### src/sv/fmbq_pkg.sv
package fmbq_pkg;

  // storage size and field widths
  localparam int DEPTH    = 64;
  localparam int DATA_W   = 32;
  localparam int KIND_W   = 3;
  localparam int STATUS_W = 2;
  localparam int OCC_W    = 7;
  localparam int IDX_W    = (DEPTH > 1) ? $clog2(DEPTH) : 1;
  localparam int CNT_W    = $clog2(DEPTH + 1);
  localparam int FAN_IN   = 8;

  // operation codes
  localparam logic [KIND_W-1:0] KIND_PUSH_FRONT  = 3'd0;
  localparam logic [KIND_W-1:0] KIND_PUSH_MIDDLE = 3'd1;
  localparam logic [KIND_W-1:0] KIND_PUSH_BACK   = 3'd2;
  localparam logic [KIND_W-1:0] KIND_POP_FRONT   = 3'd3;
  localparam logic [KIND_W-1:0] KIND_POP_MIDDLE  = 3'd4;
  localparam logic [KIND_W-1:0] KIND_POP_BACK    = 3'd5;

  // result status codes
  localparam logic [STATUS_W-1:0] STATUS_OK    = 2'd0;
  localparam logic [STATUS_W-1:0] STATUS_EMPTY = 2'd1;
  localparam logic [STATUS_W-1:0] STATUS_FULL  = 2'd2;

  // number of nodes on one level of the read tree, level 0 being the cells
  function automatic int level_size(input int lvl);
    int n;
    n = DEPTH;
    for (int l = 0; l < lvl; l++) begin
      n = (n + FAN_IN - 1) / FAN_IN;
    end
    return n;
  endfunction

  // registered levels needed to reduce all cells to one node
  function automatic int tree_levels();
    int n;
    int l;
    n = DEPTH;
    l = 0;
    while (n > 1) begin
      n = (n + FAN_IN - 1) / FAN_IN;
      l++;
    end
    return l;
  endfunction

  localparam int TREE_LEVELS = tree_levels();
  localparam int LVL_W       = (TREE_LEVELS > 1) ? $clog2(TREE_LEVELS) : 1;

  // command broadcast to every cell
  typedef struct packed {
    logic             insert;
    logic             remove;
    logic [IDX_W-1:0] pos;
  } cell_cmd_t;

endpackage

### src/sv/fmbq_cell.sv
module fmbq_cell (
  input  logic                                    clk,
  input  fmbq_pkg::cell_cmd_t                     cmd,
  input  logic [fmbq_pkg::IDX_W-1:0]              idx,
  input  logic signed [fmbq_pkg::DATA_W-1:0]      push_value,
  input  logic signed [fmbq_pkg::DATA_W-1:0]      left,
  input  logic signed [fmbq_pkg::DATA_W-1:0]      right,
  output logic signed [fmbq_pkg::DATA_W-1:0]      q,
  output logic signed [fmbq_pkg::DATA_W-1:0]      rd
);

  // insert opens a gap at pos, remove closes the gap at pos
  always_ff @(posedge clk) begin
    priority if (cmd.insert && idx == cmd.pos) begin
      q <= push_value;
    end else if (cmd.insert && idx > cmd.pos) begin
      q <= left;
    end else if (cmd.remove && idx >= cmd.pos) begin
      q <= right;
    end else begin
      q <= q;
    end
  end

  // only the addressed cell drives the read tree
  assign rd = (idx == cmd.pos) ? q : '0;

endmodule

### config.mk
export PLATFORM = sky130hd
export DESIGN_NAME = fmbq_cell
export DESIGN_NICKNAME = d
export VERILOG_FILES = /design/src/sv/fmbq_pkg.sv /design/src/sv/fmbq_cell.sv
export SDC_FILE = /design/constraint.sdc
export NUM_CORES = 1
export LEC_CHECK = 0
export ABC_AREA = 1
export ABC_CLOCK_PERIOD_IN_PS = 2480
export BUFFER_PORTS_ARGS = -buffer_cell sky130_fd_sc_hd__buf_2
export CORE_MARGIN = 4
export CORE_UTILIZATION = 43
export CTS_BUF_LIST = sky130_fd_sc_hd__clkbuf_4
export CTS_CLUSTER_SIZE = 28
export DETAILED_ROUTE_END_ITERATION = 16
export PLACE_DENSITY = 0.88
export SLEW_MARGIN = 20
export SYNTH_ARGS = -nofsm -noshare
export SYNTH_HDL_FRONTEND = slang
export SYNTH_SLANG_ARGS = --single-unit
export TNS_END_PERCENT = 50
### constraint.sdc
create_clock -name clk -period 2.48 [get_ports clk]
set_input_delay 0.248 -clock clk [delete_from_list [all_inputs] [get_ports clk]]
set_output_delay 0.248 -clock clk [all_outputs]
set_load 0.01 [all_outputs]
---- After elaboration in Yosys (flattened, before gate mapping) ----
Cells that the tools add are included.
storage, ports and cells
  flip-flop bits (word level) ............. 32
  latch bits .............................. 0
  memory bits (writable) .................. 0
  memory bits (read-only) ................. 0
  input port bits ......................... 111
  output and inout port bits .............. 64
  word-level logic and storage cells ...... 12
  memories ................................ 0
cells by class
  add/subtract/negate cells ............... 0
  $mul .................................... 0
  divide/modulo/power cells ............... 0
  $lt $le $gt $ge ......................... 2
  equal/unequal tests ..................... 1
  shift operators ......................... 0
  mux-type cells .......................... 4
  bitwise logic cells ..................... 0
  reduce and logical (&&, ||, !) cells .... 4
operators with widths
  operator           count
  $mux 32            4
  $eq 6x6->1         1
  $ge 6x6->1         1
  $gt 6x6->1         1
  $logic_and 1x1->1  3
  $reduce_bool 3->1  1

---- Depth between registers and ports, before layout ----
Gate-level depths: netlist of run 1.
  depth after elaboration ................. 5
  depth in mapped cells ................... 12
  gate-level depth less buffers ........... 11

---- Worst setup path before layout of run 1 ----
OpenSTA, ideal clock, no wires.
  path type ............................... input -> register
  from .................................... input port cmd[5] in the netlist's numbering
  to ...................................... register q[0] in the netlist's numbering (enable)
  library setup time ...................... 0.387 ns
  arrival time ............................ 1.882 ns
  data required time ...................... 2.093 ns
  setup slack ............................. 0.211 ns
  stages .................................. 9
  buffers on the path ..................... 1
  path through ............................ inv_1 ha_1 nand2_1 nor2_4 nand2_2 nand3_4 buf_2 o22ai_1 inv_1
on the way
  word-level cells in the longest chain between the ends .. 3
  elaborated cells on any way between the ends .. 7
  those cells by class .................... order compare: 2; eq/ne: 1; reduce/logical: 4
RTL lines
  what                                         RTL line                                           text
  from (decl)                                  fmbq_cell.sv:3                                     input fmbq_pkg::cell_cmd_t cmd,
  $gt 6x6->1 (tied with other cells)           fmbq_cell.sv:16                                    end else if (cmd.insert && idx > cmd.pos) begin
  $logic_and 1x1->1, on equally long branches  fmbq_cell.sv:16, fmbq_cell.sv:14, fmbq_cell.sv:18
  $reduce_bool 3->1 (no line) (*)              --
  to (signal assigned)                         fmbq_cell.sv:15                                    q <= push_value;
  to (signal assigned)                         fmbq_cell.sv:17                                    q <= left;
  to (signal assigned)                         fmbq_cell.sv:19                                    q <= right;
  to (decl)                                    fmbq_cell.sv:8                                     output logic signed [fmbq_pkg::DATA_W-1:0] q,
Mark *: on every way between the ends. The rest lies on a longest branch, timed or not.
A chain may end at the register's enable or synchronous reset.

---- Worst setup path after layout of run 1 ----
  from .................................... input port cmd[5] in the netlist's numbering
  to ...................................... register q[13] in the netlist's numbering (data pin)
on the way
  word-level cells in the longest chain between the ends .. 4
  elaborated cells on any way between the ends .. 6
  those cells by class .................... order compare: 1; eq/ne: 1; mux: 2; reduce/logical: 2
RTL lines
  what               RTL line         text
  $gt 6x6->1         fmbq_cell.sv:16
  $logic_and 1x1->1  fmbq_cell.sv:16
  $mux 32            fmbq_cell.sv:16
  $mux 32 (*)        fmbq_cell.sv:14  priority if (cmd.insert && idx == cmd.pos) begin
Marks and branches as above.

==> flow_summary.yaml, run 1 <==
status:
  status: "completed"
placed_design:
  portBuffers: 174
  hpwlAfterDp_um: 5720
  place_area_um2: 3400
  gp_congestion: 0.861
sta:
  post-route-period-util_pct: 71.8
  relSlewSlack_pct: 70.1
  setup_tns_ns: 0
  hold_viol_final: 0
  rsz0062_at_grt: "false"
  fin_crit_ns: 1.78
  setup_viol: 0
  worst_slew_pin_slew_ns: 0.448
  fmax_ghz: 0.562
  drv_slew: 0
cells_and_area:
  top_register: "q"
  drive_above_1_share_pct: 35.9
  final_util_pct: 62.0
  nets: 662
  fin_area_um2: 3450
  reg.largest.list: "q (32)"
  largest_reg_flops: 32
  antenna_cells: 0
  area_growth_pct: 38.4
clock_tree:
  path_clk_slew_ns: 0.11
  cts_setup_buffers: 0
  cts_inserted_buffers: 5
  cts.sinks: 32
  cts_resized: 0
  hold_buffers: 0
  clk_path_buf_depth: 2
  cts_root_buf: "clkbuf_4"
  tritoncts: "done"
  cts_max_level: 2
setup_path:
  cp_max_fo: 32
  crit_type: "in -> reg"
  cp-start-kind: "input pin"
  cp.arrival_ns: 1.86
  cp-startpoint: "cmd[5]"
  critical_path_required_ns: 2.56
  endpoint_kind: "flop"
drt:
  drt_first_pass_iters: 4
  wl_um: 7170
  routedWlPerCell_um: 11.6
  avgViaCountPerCell: 4.54
  num_vias: 2805
  drc: 0
  ant_nets: 0
  drt_iter0_drc: 132
grt:
  grt_pass1_wl_um: 11400
  overflow: 0
  met3_usage_pct: 3.63
  grt_max_degree: 33
  grt_pass1_vias: 2552
  use_met2_pct: 36.1
  grtUsageMet1_pct: 22.8
  gr-max-usage-layer: "met2"
  antenna_found_initial: 0
  globalRouteTotalUtil_pct: 19.7
synthesis:
  ys_ff_latch: 32
  synth_cell_types: 18
  synth_ff_type: "edfxtp_1"
  syn-mean-instance-area_um2: 6.64
  post-synth-top-count-cell: "inv_1"
  synth_top_area_share_pct: 38.5
  synthesis.instances: 376
  synth_top_area_cell: "edfxtp_1"
  yosysWarnings: 0
  syn-num-nets: 493
  ys_seq_area_share_pct: 38.5
  syn_area_um2: 2490
  netlist_top_cells_area: "edfxtp_1 (39%), inv_1 (16%), nand2_1 (16%), nand3_1 (13%), nor2_1 (4.8%)"
  synth_edf_count: 32
  synthArstFlopShare_pct: 0
  synth_commonest_cells: "inv_1 (109), nand2_1 (104), nand3_1 (64), edfxtp_1 (32), nor2_1 (32)"
floorplanning:
  die_x_um: 84.2
  initial_core_util_pct: 44.8
  die_h_um: 84.2
  num_rows: 27
  io_pins: 175
  fp.coreArea_um2: 5570
  dieArea_um2: 7080
power:
  p_leak_nw: 2.26
  ir_drop_v: 0.000224
  power_density_nw_per_um2: 448
hold_path:
  min_from: "push_value[9]"
  hp-class: "in -> reg"
run:
  drv_cap: 0
==> layout by cell type, fill, tap and decap left out, types with 2 or more instances in the layout <==
| cell | instances |
|---|---|
| nand3_1 | 64 |
| buf_12 | 2 |
| nand2_1 | 104 |
| buf_4 | 4 |
| buf_2 | 174 |
| clkbuf_4 | 5 |
| edfxtp_1 | 32 |
| ha_1 | 6 |
| nor2_1 | 32 |
| nand2_2 | 3 |
| clkinv_2 | 3 |
| inv_1 | 109 |
==> worst paths after layout <==
kind,endpoint,slack [ns],cells past startpoint
setup / recovery,q[13]$_DFFE_PP_,0.70,11
hold / removal,q[9]$_DFFE_PP_,0.18,3
==> per-layer routing <==
layer	part of all wire, %	wire length (um)	up-vias
li1	-	-	1445
met1	38	2730	1213
met2	51	3660	136
met3	9.2	660	11
met4	1.7	123	0
met5	0	0	-
==> kinds of logic after synthesis <==
| family | synth area share (%) |
|---|---|
| and+or+nand+nor | 35.7 |
| buffers and inverters | 21.7 |
| DFF | 38.5 |
| adders and majority gates | 3.01 |
| AOI/OAI and AO/OA | 1.10 |
==> report_power, final <==
group / internal (mW) / switching, mW
registers: 0.712 / 0.0455
logic: 0.214 / 0.292
clock network: 0.104 / 0.180
==> cell type report <==
class / instances / area, um2
clock buffer: 5 / 37.5
tap: 72 / 90.1
sequential: 32 / 961
inverter: 111 / 418
clock inverter: 3 / 13.8
fill: 514 / 2120
multi-input combinational: 215 / 992
timing repair buffer: 180 / 941
==> worst max-delay path, cell delays in order <==
cell and delay, ns:
buf_2 0.07, inv_1 0.03, ha_1 0.30, nand2_1 0.13, nor2_4 0.07, nand2_2 0.07
inv_2 0.04, nand2_2 0.21, clkinv_2 0.44, nand2_1 0.18, nand2_1 0.07
==> metrics by stage <==
stage          hold slack, ns  std cells  total power [mW]  worst slack [ns]
6_report                0.184        618              1.55             0.700
4_1_cts                 0.168        618              1.56             0.699
3_3_place_gp            0.519        610              1.26             0.428
2_1_floorplan           0.434        376              1.05             0.211
5_1_grt                 0.171        618              1.66             0.521
3_5_place_dp            0.526        610              1.28             0.354
(Power assumes the default switching activity.)
==> run 2, diff against run 1 <==
ABC_CLOCK_PERIOD_IN_PS = 1600   (was 2480)
CORE_UTILIZATION = 39   (was 43)
PLACE_DENSITY = 0.85   (was 0.88)
clock period = 1.6 ns   (was 2.48 ns; I/O delays follow)
==> run 2 against run 1 <==
Net effect:
- core utilization decreased by 0.35 points
- largest power group unchanged
- final area increased by 8.1%
- hold slack lost 0.074 ns
- sequential power is 56% higher
- setup slack got worse by 0.58 ns
- largest cell class unchanged
- routed wire length is 5.1% higher
==> flow_summary.yaml, run 2 (synthesis results as in run 1) <==
status:
  status: "completed"
drt:
  drt_first_pass_iters: 4
  wl_um: 7540
  drt_iter0_drc: 169
  avgViaCountPerCell: 4.57
  routedWlPerCell_um: 12.0
  drc: 0
  ant_nets: 0
  num_vias: 2871
sta:
  rsz0062_at_grt: "false"
  fin_crit_ns: 1.48
  worst_slew_pin_slew_ns: 0.265
  fmax_ghz: 0.677
  setup_viol: 0
  drv_slew: 0
  setup_ws_ns: 0.124
  relSlewSlack_pct: 82.3
  post-route-period-util_pct: 92.3
  worst_hold_slack_ns: 0.110
  hold_viol_final: 0
power:
  p_seq_share_pct: 44.2
  ir_drop_v: 0.000417
  clock_power_share_pct: 22.2
  p_leak_nw: 2.33
  p_int_mw: 1.83
  power.switching_uw: 834
  fin_total_pwr_mw: 2.66
  p_comb_share_pct: 33.6
  power_density_nw_per_um2: 713
  p_sw_share_pct: 31.3
placed_design:
  portBuffers: 174
  gp_congestion: 0.919
  hpwlAfterDp_um: 6180
  preCtsSetupSlack_ns: -0.137
cells_and_area:
  antenna_cells: 0
  top_register: "q"
  final_util_pct: 61.6
  area_growth_pct: 49.6
  largest_reg_flops: 32
  fillCellCount: 550
  nets: 669
  drive_above_1_share_pct: 39.4
  register_area_um2: 961
  final_common_cell: "buf_2"
  multi_input_area_um2: 1090
  final_cell_mix: "buf_2 (174), inv_1 (103), nand2_1 (101)"
  reg.largest.list: "q (32)"
floorplanning:
  die_h_um: 88.0
  die_x_um: 88.0
  num_rows: 28
  io_pins: 175
  dieArea_um2: 7740
  initial_core_util_pct: 41.2
  fp.coreArea_um2: 6060
hold_path:
  min_from: "push_value[10]"
  hp-class: "in -> reg"
  whs_endpoint: "q[10]$_DFFE_PP_"
  min_path_cells: 3
setup_path:
  cp.arrival_ns: 1.32
  max_stage_delay_ns: 0.28
  cp-start-kind: "input pin"
  endpoint_kind: "primary output"
  crit_path_top_delay_cell: "ha_4"
  critical_path_required_ns: 1.44
  crit_type: "in -> out"
  worstPathCellList: "buf_2 -> inv_4 -> ha_4 -> nand2_4 -> nor2_4 -> nand2_2 -> buf_6 -> nor2_1 -> buf_2"
  cp_max_fo: 32
  crit_top_cell: "buf_2"
grt:
  grt_max_degree: 33
  grt_pass1_vias: 2693
  grt_pass1_wl_um: 11500
  globalRouteTotalUtil_pct: 18.6
  antenna_found_initial: 0
  overflow: 0
clock_tree:
  cts_max_level: 2
  cts.sinks: 32
  cts_inserted_buffers: 5
  tritoncts: "done"
  cts_setup_buffers: 0
  path_clk_slew_ns: 0.10
  clk_path_buf_depth: 2
  cts_root_buf: "clkbuf_4"
run:
  drv_cap: 0
==> run 2: cell types whose count changed in the layout (fill, tap and decap cells not counted), sizes merged <==
cell      change
clkinvlp      +1
clkinv        -1
bufinv        +1
inv           -1
buf           +7
==> run 2: repair_timing <==
action,in CTS,in global routing
setup endpoints to repair,0,9
endpoints found under the hold margin,0,0
hold buffers,0,0
gates resized for setup,0,1
==> run 2: area by class of cell <==
cell class / count / area share, %
timing repair buffer: 187 / 29.1
multi-input combinational: 215 / 29.3
clock inverter: 3 / 1.01
clock buffer: 5 / 1.01
tap: 75 / 2.51
sequential: 32 / 25.7
inverter: 111 / 11.4
==> run 2: worst max path at each step <==
stage,from,endpoint,slack [ns],depth (start not counted)
finish,cmd[5],rd[25],0.12,9
CTS,cmd[5],rd[29],0.05,9
detailed placement,cmd[5],q[13]$_DFFE_PP_,-0.14,11
floorplan,idx[5],q[0]$_DFFE_PP_,-0.23,8
global placement,cmd[5],q[12]$_DFFE_PP_,-0.05,10
global route,cmd[5],rd[7],0.04,9
==> run 2: per-stage QoR <==
| stage | area (um2) | setup TNS (ns) | instances |
|---|---|---|---|
| floorplan | 2610 | -7.25 | 376 |
| global placement | 3650 | -2.23 | 620 |
| detailed placement | 3650 | -4.74 | 620 |
| CTS | 3730 | 0 | 628 |
| global route | 3730 | 0 | 628 |
| finish | 3730 | 0 | 628 |
==> run 2: worst max-delay path, delay by kind of cell <==
kind / cells / cell delay [ns]
buf+inv: 4 / 0.47
simple gates: 4 / 0.39
fa+ha+maj: 1 / 0.28
==> run 2: power groups by stage <==
stage	clock [mW]	combinational (mW)	sequential, mW
CTS	0.614	0.904	1.18
detailed placement	0	0.899	1.20
floorplan	0	0.401	1.26
global route	0.647	0.993	1.19
finish	0.591	0.895	1.18
global placement	0	0.874	1.19
==> run 2: per-layer routing <==
layer  share of wire (%)  wire length, um  global-route usage, %
met2                  54             4060                   36.2
met1                  36             2750                   19.8
met5                   0                0                      0
met4                 1.6              121                   6.42
met3                 8.0              604                   3.20
==> run 3, diff against run 2 <==
CELL_PAD_IN_SITES_DETAIL_PLACEMENT = 1   (was not set)
CELL_PAD_IN_SITES_GLOBAL_PLACEMENT = 1   (was not set)
CORE_UTILIZATION = 25   (was 39)
PLACE_DENSITY = 0.84   (was 0.85)
==> run 3 against run 2 <==
Net effect:
- sequential cell count is the same
- hold slack got worse by 0.0093 ns
- cell count up 9.1%
- non-clock buffer count unchanged
- core utilization down 23 points
- clock power shrank 21%
- setup slack got worse by 0.026 ns
- fmax fell by 1.7%
- die area rose by 50%
- critical path depth stayed put
- routed wire length rose by 23%
- sequential share of layout area fell by 0.42 points
- critical path type unchanged
- highest routed layer unchanged
==> flow_summary.yaml, run 3 (synthesis results as in run 1) <==
status:
  status: "completed"
floorplanning:
  initial_core_util_pct: 25.6
  dieArea_um2: 11600
  fp.coreArea_um2: 9730
  die_h_um: 108
  die_x_um: 108
  io_pins: 175
  num_rows: 36
sta:
  fmax_ghz: 0.665
  setup_tns_ns: 0
  worst_slew_pin_slew_ns: 0.267
  drv_slew: 0
  worst_hold_slack_ns: 0.101
  hold_viol_final: 0
  rsz0062_at_grt: "false"
  relSlewSlack_pct: 82.2
  fin_crit_ns: 1.50
  post-route-period-util_pct: 93.9
  setup_viol: 0
drt:
  wl_um: 9280
  num_vias: 2909
  drt_first_pass_iters: 6
  routedWlPerCell_um: 13.5
  drt_iter0_drc: 93
  avgViaCountPerCell: 4.25
  drc: 0
  ant_nets: 0
grt:
  use_met2_pct: 29.1
  gr-max-usage-layer: "met2"
  grt_max_degree: 33
  antenna_found_initial: 0
  globalRouteTotalUtil_pct: 15.8
  met3_usage_pct: 2.58
  grtUsageMet1_pct: 18.4
  grt_pass1_wl_um: 14600
  grt_pass1_vias: 3088
  overflow: 0
placed_design:
  place_area_um2: 3740
  dp.cells: 678
  portBuffers: 174
  gp_congestion: 0.767
  hpwlAfterDp_um: 7750
setup_path:
  endpoint_kind: "primary output"
  crit_type: "in -> out"
  cp-start-kind: "input pin"
  critical_path_required_ns: 1.44
  crit_end: "rd[30]"
  cp_max_fo: 32
  cp.arrival_ns: 1.34
  cp-startpoint: "cmd[3]"
  worstPathCellList: "buf_2 -> inv_4 -> ha_4 -> nand2_2 -> nor2_4 -> nand2_2 -> buf_6 -> nor2_1 -> buf_2"
  crit_path_top_delay_cell: "ha_4"
  max_stage_delay_ns: 0.26
cells_and_area:
  antenna_cells: 0
  area_growth_pct: 52.2
  final_common_cell: "buf_2"
  top_register: "q"
  instances_no_fill: 685
  nets: 669
  largest_reg_flops: 32
  final_cell_mix: "buf_2 (174), inv_1 (103), nand2_1 (101)"
  fin_area_um2: 3800
  drive_above_1_share_pct: 39.9
  reg.largest.list: "q (32)"
clock_tree:
  tritoncts: "done"
  cts_resized: 1
  cts_max_level: 2
  path_clk_slew_ns: 0.10
  clk_path_buf_depth: 2
  hold_buffers: 0
  cts.sinks: 32
  cts_root_buf: "clkbuf_4"
  cts_inserted_buffers: 5
  cts_setup_buffers: 0
power:
  fin_total_pwr_mw: 2.56
  ir_drop_v: 0.000255
  power_density_nw_per_um2: 676
  p_leak_nw: 2.33
hold_path:
  hp-class: "in -> reg"
run:
  drv_cap: 0
## run 3: where the power goes
| part | leakage [nW] | switching, mW | total (mW) | internal [mW] |
|---|---|---|---|---|
| clock | 0.0315 | 0.289 | 0.468 | 0.179 |
| combinational | 1.99 | 0.514 | 0.913 | 0.399 |
| sequential | 0.307 | 0.0795 | 1.18 | 1.10 |
| total | 2.33 | 0.882 | 2.56 | 1.68 |
## run 3: worst min-delay path by stage
stage,startpoint,to,slack (ns),cells after the start
finish,push_value[14],q[14]$_DFFE_PP_,0.10,3
global route,push_value[20],q[20]$_DFFE_PP_,0.08,3
CTS,push_value[24],q[24]$_DFFE_PP_,0.09,3
detailed placement,push_value[14],q[14]$_DFFE_PP_,0.44,3
global placement,push_value[5],q[5]$_DFFE_PP_,0.43,3
floorplan,push_value[10],q[10]$_DFFE_PP_,0.35,2
## run 3: critical path, delay by kind of cell
kind,cells,cell delay [ns]
fa+ha+maj,1,0.26
buf+inv,4,0.48
simple gates,4,0.43
## run 3: layer usage
metal  vias up  wire (um)
met2        97       5030
met4         0        131
met5         -          0
li1       1460          -
met3        10        527
met1      1342       3590
## run 3: layout make-up
cell class,count,area [um2]
fill,1304,5930
timing repair buffer,187,1100
multi-input combinational,215,1090
sequential,32,961
inverter,111,427
tap,133,166
clock buffer,6,45.0
clock inverter,1,5.00
## run 3: through the flow
step                      setup slack [ns]  utilization, %
after global routing                0.0172            39.0
after global placement              -0.100            38.4
after CTS                           0.0549            39.0
after floorplan                     -0.227               -
final                               0.0973            39.0
after detailed placement            -0.161            38.4
